--- src/sv/ntip_pkg.sv ---
// ----------------------------------------------------------------------------
// ntip_pkg
// Shared types and constants of the NTLM challenge target-info parser.
// ----------------------------------------------------------------------------
package ntip_pkg;

    localparam logic [15:0] HEADER_BYTES = 16'd48;
    localparam logic [15:0] POS_MAX      = 16'hFFFF;
    localparam logic [7:0]  TYPE_CHALLENGE = 8'd2;
    localparam logic [7:0]  CHAR_FIRST   = 8'd32;
    localparam logic [7:0]  CHAR_END     = 8'd127;
    localparam logic [6:0]  CHAR_SUBST   = 7'd63;
    localparam logic [2:0]  NAME_NONE    = 3'd7;
    localparam logic [15:0] ID_END_LIST  = 16'd0;
    localparam logic [15:0] ID_NAME_FIRST = 16'd1;
    localparam logic [15:0] ID_NAME_LAST = 16'd4;

    // "NTLMSSP\0"
    localparam logic [7:0] SIG_BYTES [8] = '{8'h4e, 8'h54, 8'h4c, 8'h4d,
                                             8'h53, 8'h53, 8'h50, 8'h00};

    localparam int QUEUE_DEPTH = 4;
    localparam int QPTR_W      = $clog2(QUEUE_DEPTH);

    typedef enum logic [1:0] {
        KIND_NAME_START = 2'd0,
        KIND_NAME_CHAR  = 2'd1,
        KIND_STATUS     = 2'd2
    } kind_t;

    typedef enum logic [2:0] {
        ST_OK        = 3'd0,
        ST_SHORT     = 3'd1,
        ST_BAD_SIG   = 3'd2,
        ST_BAD_TYPE  = 3'd3,
        ST_IN_HEADER = 3'd4
    } status_t;

    typedef enum logic [5:0] {
        PH_HEADER = 6'b000001,
        PH_SKIP   = 6'b000010,
        PH_PAIR   = 6'b000100,
        PH_LOW    = 6'b001000,
        PH_HIGH   = 6'b010000,
        PH_DONE   = 6'b100000
    } phase_t;

    // Everything one input byte produces: at most one name result and at most one status.
    typedef struct packed {
        logic       has_name;
        logic       name_is_char;
        logic [1:0] sel;
        logic [6:0] ch;
        logic       has_status;
        status_t    status;
    } bundle_t;

    typedef struct packed {
        kind_t      kind;
        logic [1:0] sel;
        logic [6:0] ch;
        status_t    status;
        logic       last;
    } result_t;

endpackage

--- src/sv/ntip_front.sv ---
// ----------------------------------------------------------------------------
// ntip_front
// Byte parser: checks the header, tracks the target-info region and walks
// the attribute pairs, producing at most one result bundle per byte.
// ----------------------------------------------------------------------------
module ntip_front #(
    parameter int unsigned MAX_MESSAGE_BYTES = 65535
) (
    input  logic              aclk,
    input  logic              aresetn,
    input  logic              accept,
    input  logic [7:0]        data_byte,
    input  logic [15:0]       message_length,
    input  logic              final_byte,
    output logic              push,
    output ntip_pkg::bundle_t bundle
);
    import ntip_pkg::*;

    logic [15:0] pos_reg, pos_next;
    logic        sig_good_reg, sig_good_next;
    logic        type_good_reg, type_good_next;
    logic [15:0] rlen_reg, rlen_next;
    logic [31:0] roff_reg, roff_next;
    logic [32:0] rend_reg, rend_next;
    phase_t      phase_reg, phase_next;
    logic [31:0] shift_reg, shift_next;
    logic [15:0] vleft_reg, vleft_next;
    logic [2:0]  name_reg, name_next;
    logic [7:0]  low_reg, low_next;

    localparam logic [15:0] MLEN_MAX = 16'(MAX_MESSAGE_BYTES);

    logic [15:0] mlen;
    logic [31:0] off47;
    logic [32:0] end47;
    logic [32:0] end_cur;
    logic        off_low_cur;
    logic        in_bounds;

    always_comb begin
        mlen        = (message_length > MLEN_MAX) ? MLEN_MAX : message_length;
        off47       = {data_byte, roff_reg[23:0]};
        end47       = {1'b0, off47} + {17'd0, rlen_reg};
        end_cur     = (pos_reg == 16'd47) ? end47 : rend_reg;
        off_low_cur = (pos_reg == 16'd47) ? (off47 < {16'd0, HEADER_BYTES})
                                          : (roff_reg < {16'd0, HEADER_BYTES});
        in_bounds   = end_cur <= {17'd0, mlen};
    end

    always_comb begin
        phase_t      ph;
        logic [15:0] cnt;
        logic [31:0] sh;
        logic [31:0] sh_n;
        logic [15:0] id;
        logic [15:0] vlen;
        logic [16:0] pair_end;
        logic [2:0]  nm;

        pos_next       = pos_reg;
        sig_good_next  = sig_good_reg;
        type_good_next = type_good_reg;
        rlen_next      = rlen_reg;
        roff_next      = roff_reg;
        rend_next      = rend_reg;
        phase_next     = phase_reg;
        shift_next     = shift_reg;
        vleft_next     = vleft_reg;
        name_next      = name_reg;
        low_next       = low_reg;
        bundle         = '0;
        ph             = phase_reg;
        cnt            = vleft_reg;
        sh             = shift_reg;
        sh_n           = {data_byte, shift_reg[31:8]};
        id             = sh_n[15:0];
        vlen           = sh_n[31:16];
        pair_end       = {1'b0, pos_reg} + 17'd1 + {1'b0, vlen};
        nm             = NAME_NONE;

        if (accept) begin
            // fixed header fields
            if (pos_reg < 16'd8) begin
                if (data_byte != SIG_BYTES[pos_reg[2:0]]) sig_good_next = 1'b0;
            end else if (pos_reg < 16'd12) begin
                if (data_byte != ((pos_reg == 16'd8) ? TYPE_CHALLENGE : 8'd0))
                    type_good_next = 1'b0;
            end else if (pos_reg == 16'd40) begin
                rlen_next[7:0] = data_byte;
            end else if (pos_reg == 16'd41) begin
                rlen_next[15:8] = data_byte;
            end else if (pos_reg >= 16'd44 && pos_reg <= 16'd47) begin
                case (pos_reg[1:0])
                    2'd0:    roff_next[7:0]   = data_byte;
                    2'd1:    roff_next[15:8]  = data_byte;
                    2'd2:    roff_next[23:16] = data_byte;
                    default: roff_next[31:24] = data_byte;
                endcase
            end

            if (pos_reg == 16'd47) begin
                rend_next = end47;
                if (mlen >= HEADER_BYTES && sig_good_reg && type_good_reg &&
                    rlen_reg != 16'd0 && in_bounds && !off_low_cur) begin
                    phase_next = PH_SKIP;
                end else begin
                    phase_next = PH_DONE;
                end
            end else if (pos_reg > 16'd47) begin
                // region start reached: begin the first pair header
                if (ph == PH_SKIP && {16'd0, pos_reg} >= roff_reg) begin
                    ph   = PH_PAIR;
                    cnt  = 16'd0;
                    sh   = 32'd0;
                    sh_n = {data_byte, 24'd0};
                    id   = 16'd0;
                    vlen = {data_byte, 8'd0};
                    pair_end = {1'b0, pos_reg} + 17'd1 + {1'b0, vlen};
                    phase_next = PH_PAIR;
                    vleft_next = cnt;
                    shift_next = sh;
                end

                if (ph == PH_PAIR) begin
                    if ({17'd0, pos_reg} >= rend_reg) begin
                        phase_next = PH_DONE;
                    end else if (cnt != 16'd3) begin
                        shift_next = sh_n;
                        vleft_next = cnt + 16'd1;
                    end else if (id == ID_END_LIST || {16'd0, pair_end} > rend_reg) begin
                        shift_next = sh_n;
                        vleft_next = 16'd4;
                        phase_next = PH_DONE;
                    end else begin
                        if (id >= ID_NAME_FIRST && id <= ID_NAME_LAST) begin
                            nm = 3'(id - 16'd1);
                        end
                        name_next = nm;
                        if (nm != NAME_NONE) begin
                            bundle.has_name     = 1'b1;
                            bundle.name_is_char = 1'b0;
                            bundle.sel          = nm[1:0];
                        end
                        vleft_next = vlen;
                        shift_next = 32'd0;
                        phase_next = (vlen == 16'd0) ? PH_PAIR : PH_LOW;
                    end
                end else if (ph == PH_LOW || ph == PH_HIGH) begin
                    if (ph == PH_LOW) begin
                        low_next   = data_byte;
                        phase_next = PH_HIGH;
                    end else begin
                        if (name_reg != NAME_NONE) begin
                            bundle.has_name     = 1'b1;
                            bundle.name_is_char = 1'b1;
                            bundle.sel          = name_reg[1:0];
                            bundle.ch = (low_reg < CHAR_FIRST || low_reg >= CHAR_END)
                                        ? CHAR_SUBST : low_reg[6:0];
                        end
                        phase_next = PH_LOW;
                    end
                    vleft_next = vleft_reg - 16'd1;
                    if (vleft_reg == 16'd1) begin
                        phase_next = PH_PAIR;
                        shift_next = 32'd0;
                    end
                end
            end

            if (pos_reg != POS_MAX) pos_next = pos_reg + 16'd1;

            if (final_byte) begin
                bundle.has_status = 1'b1;
                if (mlen < HEADER_BYTES || pos_next < HEADER_BYTES)
                    bundle.status = ST_SHORT;
                else if (!sig_good_next)
                    bundle.status = ST_BAD_SIG;
                else if (!type_good_next)
                    bundle.status = ST_BAD_TYPE;
                else if (rlen_reg != 16'd0 && in_bounds && off_low_cur)
                    bundle.status = ST_IN_HEADER;
                else
                    bundle.status = ST_OK;
                // return to the idle message state
                pos_next       = 16'd0;
                sig_good_next  = 1'b1;
                type_good_next = 1'b1;
                rlen_next      = 16'd0;
                roff_next      = 32'd0;
                rend_next      = 33'd0;
                phase_next     = PH_HEADER;
                shift_next     = 32'd0;
                vleft_next     = 16'd0;
                name_next      = NAME_NONE;
                low_next       = 8'd0;
            end
        end
    end

    assign push = accept && (bundle.has_name || bundle.has_status);

    always_ff @(posedge aclk) begin
        if (!aresetn) begin
            pos_reg       <= 16'd0;
            sig_good_reg  <= 1'b1;
            type_good_reg <= 1'b1;
            rlen_reg      <= 16'd0;
            roff_reg      <= 32'd0;
            rend_reg      <= 33'd0;
            phase_reg     <= PH_HEADER;
            shift_reg     <= 32'd0;
            vleft_reg     <= 16'd0;
            name_reg      <= NAME_NONE;
            low_reg       <= 8'd0;
        end else begin
            pos_reg       <= pos_next;
            sig_good_reg  <= sig_good_next;
            type_good_reg <= type_good_next;
            rlen_reg      <= rlen_next;
            roff_reg      <= roff_next;
            rend_reg      <= rend_next;
            phase_reg     <= phase_next;
            shift_reg     <= shift_next;
            vleft_reg     <= vleft_next;
            name_reg      <= name_next;
            low_reg       <= low_next;
        end
    end

endmodule

--- src/sv/ntip_fifo.sv ---
// ----------------------------------------------------------------------------
// ntip_fifo
// Short queue of result bundles between the parser and the output stage.
// ----------------------------------------------------------------------------
module ntip_fifo (
    input  logic              aclk,
    input  logic              aresetn,
    input  logic              push,
    input  ntip_pkg::bundle_t push_data,
    input  logic              pop,
    output ntip_pkg::bundle_t head,
    output logic              empty,
    output logic              full
);
    import ntip_pkg::*;

    bundle_t           entry_reg [QUEUE_DEPTH];
    logic [QPTR_W-1:0] wr_ptr_reg, wr_ptr_next;
    logic [QPTR_W-1:0] rd_ptr_reg, rd_ptr_next;
    logic [QPTR_W:0]   count_reg, count_next;

    assign empty = (count_reg == '0);
    assign full  = (count_reg == (QPTR_W+1)'(QUEUE_DEPTH));
    assign head  = entry_reg[rd_ptr_reg];

    always_comb begin
        wr_ptr_next = wr_ptr_reg;
        rd_ptr_next = rd_ptr_reg;
        count_next  = count_reg;
        if (push) wr_ptr_next = wr_ptr_reg + QPTR_W'(1);
        if (pop)  rd_ptr_next = rd_ptr_reg + QPTR_W'(1);
        if (push && !pop)      count_next = count_reg + (QPTR_W+1)'(1);
        else if (pop && !push) count_next = count_reg - (QPTR_W+1)'(1);
    end

    always_ff @(posedge aclk) begin
        if (!aresetn) begin
            wr_ptr_reg <= '0;
            rd_ptr_reg <= '0;
            count_reg  <= '0;
        end else begin
            wr_ptr_reg <= wr_ptr_next;
            rd_ptr_reg <= rd_ptr_next;
            count_reg  <= count_next;
        end
    end

    always_ff @(posedge aclk) begin
        if (push) entry_reg[wr_ptr_reg] <= push_data;
    end

endmodule

--- src/sv/ntip_back.sv ---
// ----------------------------------------------------------------------------
// ntip_back
// Output stage: splits each bundle into results and holds them in the
// output register until the sink takes them.
// ----------------------------------------------------------------------------
module ntip_back (
    input  logic              aclk,
    input  logic              aresetn,
    input  ntip_pkg::bundle_t head,
    input  logic              empty,
    output logic              pop,
    input  logic              m_tready,
    output logic              m_tvalid,
    output ntip_pkg::result_t m_result
);
    import ntip_pkg::*;

    logic    valid_reg, valid_next;
    result_t result_reg, result_next;
    logic    part_reg, part_next;
    logic    load;

    assign load = !empty && (!valid_reg || m_tready);

    always_comb begin
        valid_next  = valid_reg;
        result_next = result_reg;
        part_next   = part_reg;
        pop         = 1'b0;
        if (valid_reg && m_tready) valid_next = 1'b0;
        if (load) begin
            valid_next = 1'b1;
            if (head.has_name && !part_reg) begin
                result_next.kind   = head.name_is_char ? KIND_NAME_CHAR : KIND_NAME_START;
                result_next.sel    = head.sel;
                result_next.ch     = head.ch;
                result_next.status = ST_OK;
                result_next.last   = 1'b0;
                if (head.has_status) begin
                    part_next = 1'b1;
                end else begin
                    pop = 1'b1;
                end
            end else begin
                result_next.kind   = KIND_STATUS;
                result_next.sel    = 2'd0;
                result_next.ch     = 7'd0;
                result_next.status = head.status;
                result_next.last   = 1'b1;
                part_next          = 1'b0;
                pop                = 1'b1;
            end
        end
    end

    always_ff @(posedge aclk) begin
        if (!aresetn) begin
            valid_reg <= 1'b0;
            part_reg  <= 1'b0;
        end else begin
            valid_reg <= valid_next;
            part_reg  <= part_next;
        end
    end

    always_ff @(posedge aclk) begin
        result_reg <= result_next;
    end

    assign m_tvalid = valid_reg;
    assign m_result = result_reg;

    // A split bundle stays at the head until its status goes out.
    a_part_has_head: assert property (@(posedge aclk) disable iff (!aresetn)
        part_reg |-> !empty)
        else $error("split bundle lost from queue head");

    // The last flag marks status results and nothing else.
    a_last_is_status: assert property (@(posedge aclk) disable iff (!aresetn)
        valid_reg |-> (result_reg.last == (result_reg.kind == KIND_STATUS)))
        else $error("last flag does not match result kind");

    // A name result is followed by its status when both came from one byte.
    a_split_then_status: assert property (@(posedge aclk) disable iff (!aresetn)
        (load && part_reg) |=> (valid_reg && result_reg.kind == KIND_STATUS))
        else $error("second half of split bundle is not a status");

endmodule

--- src/sv/ntlm_challenge_target_info_parser_top.sv ---
// ----------------------------------------------------------------------------
// ntlm_challenge_target_info_parser_top
// NTLM challenge message parser: checks the header and emits the target-info
// computer and domain names as ASCII characters, then a status per message.
// ----------------------------------------------------------------------------
// Each accepted byte's results are written into the queue, then loaded into
// the output register that drives m_tvalid.
// Throughput: one byte per cycle while the queue has room (s_tready is low
// when it is full). A final byte that also yields a name result gives two
// results, which the output stage sends one after the other; the four-entry queue absorbs that.
// Reset: aresetn low for one clock clears the parse state, the queue and the
// output register; s_tready is high again on the first cycle after reset.
// ----------------------------------------------------------------------------
module ntlm_challenge_target_info_parser_top #(
    parameter int unsigned MAX_MESSAGE_BYTES = 65535
) (
    input  logic        aclk,
    input  logic        aresetn,
    // input bytes
    input  logic        s_tvalid,
    output logic        s_tready,
    input  logic [23:0] s_tdata,   // [7:0] data_byte, [23:8] message_length
    input  logic        s_tlast,   // final_byte
    // results
    output logic        m_tvalid,
    input  logic        m_tready,
    output logic [15:0] m_tdata,   // [6:0] ascii_char, [9:7] parse_status, rest zero
    output logic [3:0]  m_tuser,   // [1:0] result_kind, [3:2] name_select
    output logic        m_tlast    // last_result
);
    import ntip_pkg::*;

    logic    accept;
    logic    push;
    bundle_t push_data;
    bundle_t head;
    logic    q_empty;
    logic    q_full;
    logic    pop;
    result_t result;

    // Take a byte whenever out of reset and the queue has room; the back end
    // drains on its own.
    assign s_tready = aresetn && !q_full;
    assign accept   = s_tvalid && s_tready;

    ntip_front #(
        .MAX_MESSAGE_BYTES (MAX_MESSAGE_BYTES)
    ) u_front (
        .aclk           (aclk),
        .aresetn        (aresetn),
        .accept         (accept),
        .data_byte      (s_tdata[7:0]),
        .message_length (s_tdata[23:8]),
        .final_byte     (s_tlast),
        .push           (push),
        .bundle         (push_data)
    );

    // Hold bundles so that a stalled sink does not stall the parser at once.
    ntip_fifo u_fifo (
        .aclk      (aclk),
        .aresetn   (aresetn),
        .push      (push),
        .push_data (push_data),
        .pop       (pop),
        .head      (head),
        .empty     (q_empty),
        .full      (q_full)
    );

    ntip_back u_back (
        .aclk     (aclk),
        .aresetn  (aresetn),
        .head     (head),
        .empty    (q_empty),
        .pop      (pop),
        .m_tready (m_tready),
        .m_tvalid (m_tvalid),
        .m_result (result)
    );

    // Pack the result fields onto the stream.
    assign m_tdata = {6'd0, result.status, result.ch};
    assign m_tuser = {result.sel, result.kind};
    assign m_tlast = result.last;

endmodule

--- config.mk ---
export PLATFORM = sky130hd
export DESIGN_NAME = ntlm_challenge_target_info_parser_top
export DESIGN_NICKNAME = d
export VERILOG_FILES = /design/src/sv/ntip_pkg.sv /design/src/sv/ntip_front.sv /design/src/sv/ntip_fifo.sv /design/src/sv/ntip_back.sv /design/src/sv/ntlm_challenge_target_info_parser_top.sv
export SDC_FILE = /design/constraint.sdc
export NUM_CORES = 1
export LEC_CHECK = 0
export BUFFER_PORTS_ARGS = -buffer_cell sky130_fd_sc_hd__buf_2
export CORE_MARGIN = 5
export CORE_UTILIZATION = 55
export CTS_CLUSTER_SIZE = 30
export DETAILED_ROUTE_END_ITERATION = 10
export PLACE_DENSITY_LB_ADDON = 0.2
export SYNTH_ARGS = -nofsm -noshare
export SYNTH_HDL_FRONTEND = slang
export SYNTH_SLANG_ARGS = --single-unit
export TNS_END_PERCENT = 10
--- constraint.sdc ---
create_clock -name aclk -period 11.09 [get_ports aclk]
set_input_delay 1.6635 -clock aclk [delete_from_list [all_inputs] [get_ports aclk]]
set_output_delay 1.6635 -clock aclk [all_outputs]
set_load 0.1 [all_outputs]
==> flow_summary.yaml <==
cts:
  cts_buffers: 28
  clock_path_buffers: 3
  cts_sinks: 242
  root_buffer: "clkbuf_16"
  cts_setup_buffers: 0
  htreeDepth: 1
  worstSkewPairLatency_ns: 0.57
  clkTransAtPathRegs_ns: 0.06
  hold_buffers: 0
  cts_tree: "built"
  cts-resized-gates: 0
synthesis:
  synth_top_family_by_area: "simple AND/OR/NAND/NOR gates"
  synth_flop_cell: "dfxtp_1"
  ys_warn_count: 0
  synth-xor-area-share_pct: 4.29
  synthDistinctLibCells: 84
  synth-compound-area-share_pct: 19.4
  synth_edf_count: 75
  synth_cells: 1859
  synthArstFlopShare_pct: 0
  yosysSeqAreaShare_pct: 35.6
  syn-cell-area_mm2: 0.0157
  synth-simple-area-share_pct: 20.8
  synth_mux_area_share_pct: 5.08
  yosys.area_share.adder_pct: 9.74
  syn_avg_cell_area_um2: 8.46
  synth_seq_cells: 242
floorplan:
  chipWidth_um: 179
  core_area_mm2: 0.0285
  die_area_mm2: 0.0321
  die_h_um: 179
  rows: 62
  start_util_pct: 55.2
  ios: 52
drt:
  antenna_left: 0
  drc_errors: 0
  dr.pass1.iters: 6
  num_vias: 14300
  drt_iter0_markers: 1701
  avgRoutedWirePerCell_um: 21.1
  via_per_inst: 6.38
  wl_mm: 47.4
timing:
  relSlewSlack_pct: 17.3
  finalHoldViolCount: 0
  slew_viol_final: 0
  setup_violations: 0
  min_period_ns: 7.22
  fin_skew_ns: 0.0313
  fmax_ghz: 0.139
  tightest_slew_ns: 1.24
  setup_tns_ns: 0
  finalCritPeriodShare_pct: 65.1
  grt_setup_unrepaired: "false"
setup_path:
  max_stage_delay_ns: 0.51
  cp.buffers_inverters: 2
  cp_max_fo: 10
  crit_start: "u_front.pos_reg[0]"
  cp_common_cell: "a21o_1"
  cpLargestDelayFamily: "compound AO/OA/AOI/OAI gates"
  criticalPathCategory: "flip-flop to flip-flop"
  cp-end-kind: "flip-flop"
  crit_arrival_ns: 7.69
  r2r-start: "u_front.pos_reg[0]"
  critPathRequiredTime_ns: 11.57
  slowest_stage: "dfxtp_1"
  startpoint_type: "flip-flop"
grt:
  grtUsageTotal_pct: 29.1
  grt_pass1_wl_mm: 74.1
  grt_pass1_vias: 13200
  grt_start_max_net_pins: 68
  grt-ovfl-total: 0
  grt_antenna_before_repair: 0
finish:
  fill_cells: 2467
  drive_gt1_share_pct: 8.10
  layout.nets: 1991
  largest_reg_flops: 60
  area_growth_syn_to_layout_pct: 9.02
  diodes: 0
  design_area_mm2: 0.0171
min_path:
  hold_start: "u_front.rend_reg[31]"
  hold_path.class: "flip-flop to flip-flop"
power_and_ir_drop:
  vdd.ir_drop.worst_mv: 0.111
  leakage_nw: 6.62
  power.density_mw_per_mm2: 151
  fin_total_pwr_mw: 2.59
placed_design:
  dp_hpwl_mm: 33.7
  placed_area_mm2: 0.0161
  gp_congestion: 0.962
  io_buffers: 45
flow_run:
  max_cap_violations: 0
run_status:
  status: "complete, no violations"
## worst paths after layout
path	cells past startpoint	slack, ns	endpoint
setup / recovery	27	3.87	u_fifo.count_reg[2]
hold / removal	2	0.49	u_front.rend_reg[31]
hold reg to reg	2	0.49	u_front.rend_reg[31]
setup reg to reg	27	3.87	u_fifo.count_reg[2]
## through the flow
step	worst slack, ns	hold slack (ns)	std cells	util [%]
floorplan	4.74	0.446	1864	-
global placement	4.13	0.459	2196	56.7
detailed placement	3.92	0.471	2196	56.7
CTS	3.92	0.486	2248	60.2
global route	3.32	0.499	2248	60.2
finish	3.87	0.486	2248	60.2
## synthesized netlist by cell type, types with 44 or more instances
master,count,area share (%)
mux2i_1,46,2.9
a21oi_1,147,4.7
nand3_1,69,2.2
ha_1,116,9.2
o21ai_0,101,3.2
nand4_1,44,1.8
clkbuf_1,96,2.3
edfxtp_1,75,14
nand2_1,169,4.0
inv_1,85,2.0
nor2_1,215,5.1
dfxtp_1,167,21
## cells by family (layout without fill, tap and decap cells)
kind of cell / after synthesis / after routing
AO/OA/AOI/OAI: 474 / 474
buffers and inverters: 201 / 201
adder cells (fa/ha/maj): 120 / 120
XOR/XNOR: 77 / 77
flip-flops: 242 / 242
AND/OR/NAND/NOR: 683 / 683
other: 1 / 6
multiplexers: 61 / 61
## final cells by class
class                           instances  area, um2  area share (%)
Multi-Input combinational cell       1421       9370            54.6
Sequential cell                       242       5600            32.6
Clock buffer                           38        820            4.78
Tap cell                              384        480            2.80
Timing Repair Buffer                   63        360            2.10
Inverter                               86        325            1.90
Clock inverter                         14        194            1.13
## per-layer routing
layer	share of wire, %	wire length, um	vias up	GRT usage [%]
met2	44	20900	730	45.2
met4	3.5	1640	0	9.55
met3	9.6	4540	125	4.64
met5	0	0	-	0
met1	43	20300	6759	41.5
li1	-	-	6722	-
## placed cells by master (no fill, tap or decap), types with 15 or more instances in the layout
master and instances:
edfxtp_1 75, clkbuf_16 29, o21a_1 18, buf_4 18, mux2i_1 46, ha_1 116
nor3_1 38, nand3_1 69, nor4_1 25, mux4_2 15, a21oi_1 147, xnor2_1 43
nor2b_1 22, and3_1 21, nand2_1 169, nand4_1 44, a211oi_1 29, a22oi_1 30
buf_2 45, xor2_1 34, nor2_1 214, a21o_1 28, inv_1 85, and2_1 16
a31oi_1 17, o21ai_0 101, dfxtp_1 167
## worst register-to-register path: stages, from the launching register on
cell and delay (ns):
dfxtp_1 0.51, inv_1 0.20, ha_1 0.40, fa_1 0.45, a21o_1 0.19, a21oi_1 0.25, o21ai_0 0.21, a21o_1 0.22
a21o_1 0.19, a41oi_1 0.37, o21ai_0 0.16, a21o_1 0.19, a211oi_1 0.27, xor2_1 0.18, ha_1 0.27, a21oi_1 0.13
o21ai_0 0.12, a211oi_1 0.23, a311o_1 0.35, o211ai_4 0.23, a2111oi_4 0.43, or3_1 0.30, ha_1 0.23, inv_1 0.06
fa_1 0.38, xor2_1 0.18, or3_1 0.30, a21oi_1 0.15
## power by group
group | leakage [nW] | internal [mW] | switching (mW)
Sequential | 2.06 | 0.978 | 0.0447
Combinational | 4.07 | 0.138 | 0.428
Clock | 0.496 | 0.611 | 0.389
Note: power is estimated with default switching activity, not from simulation.
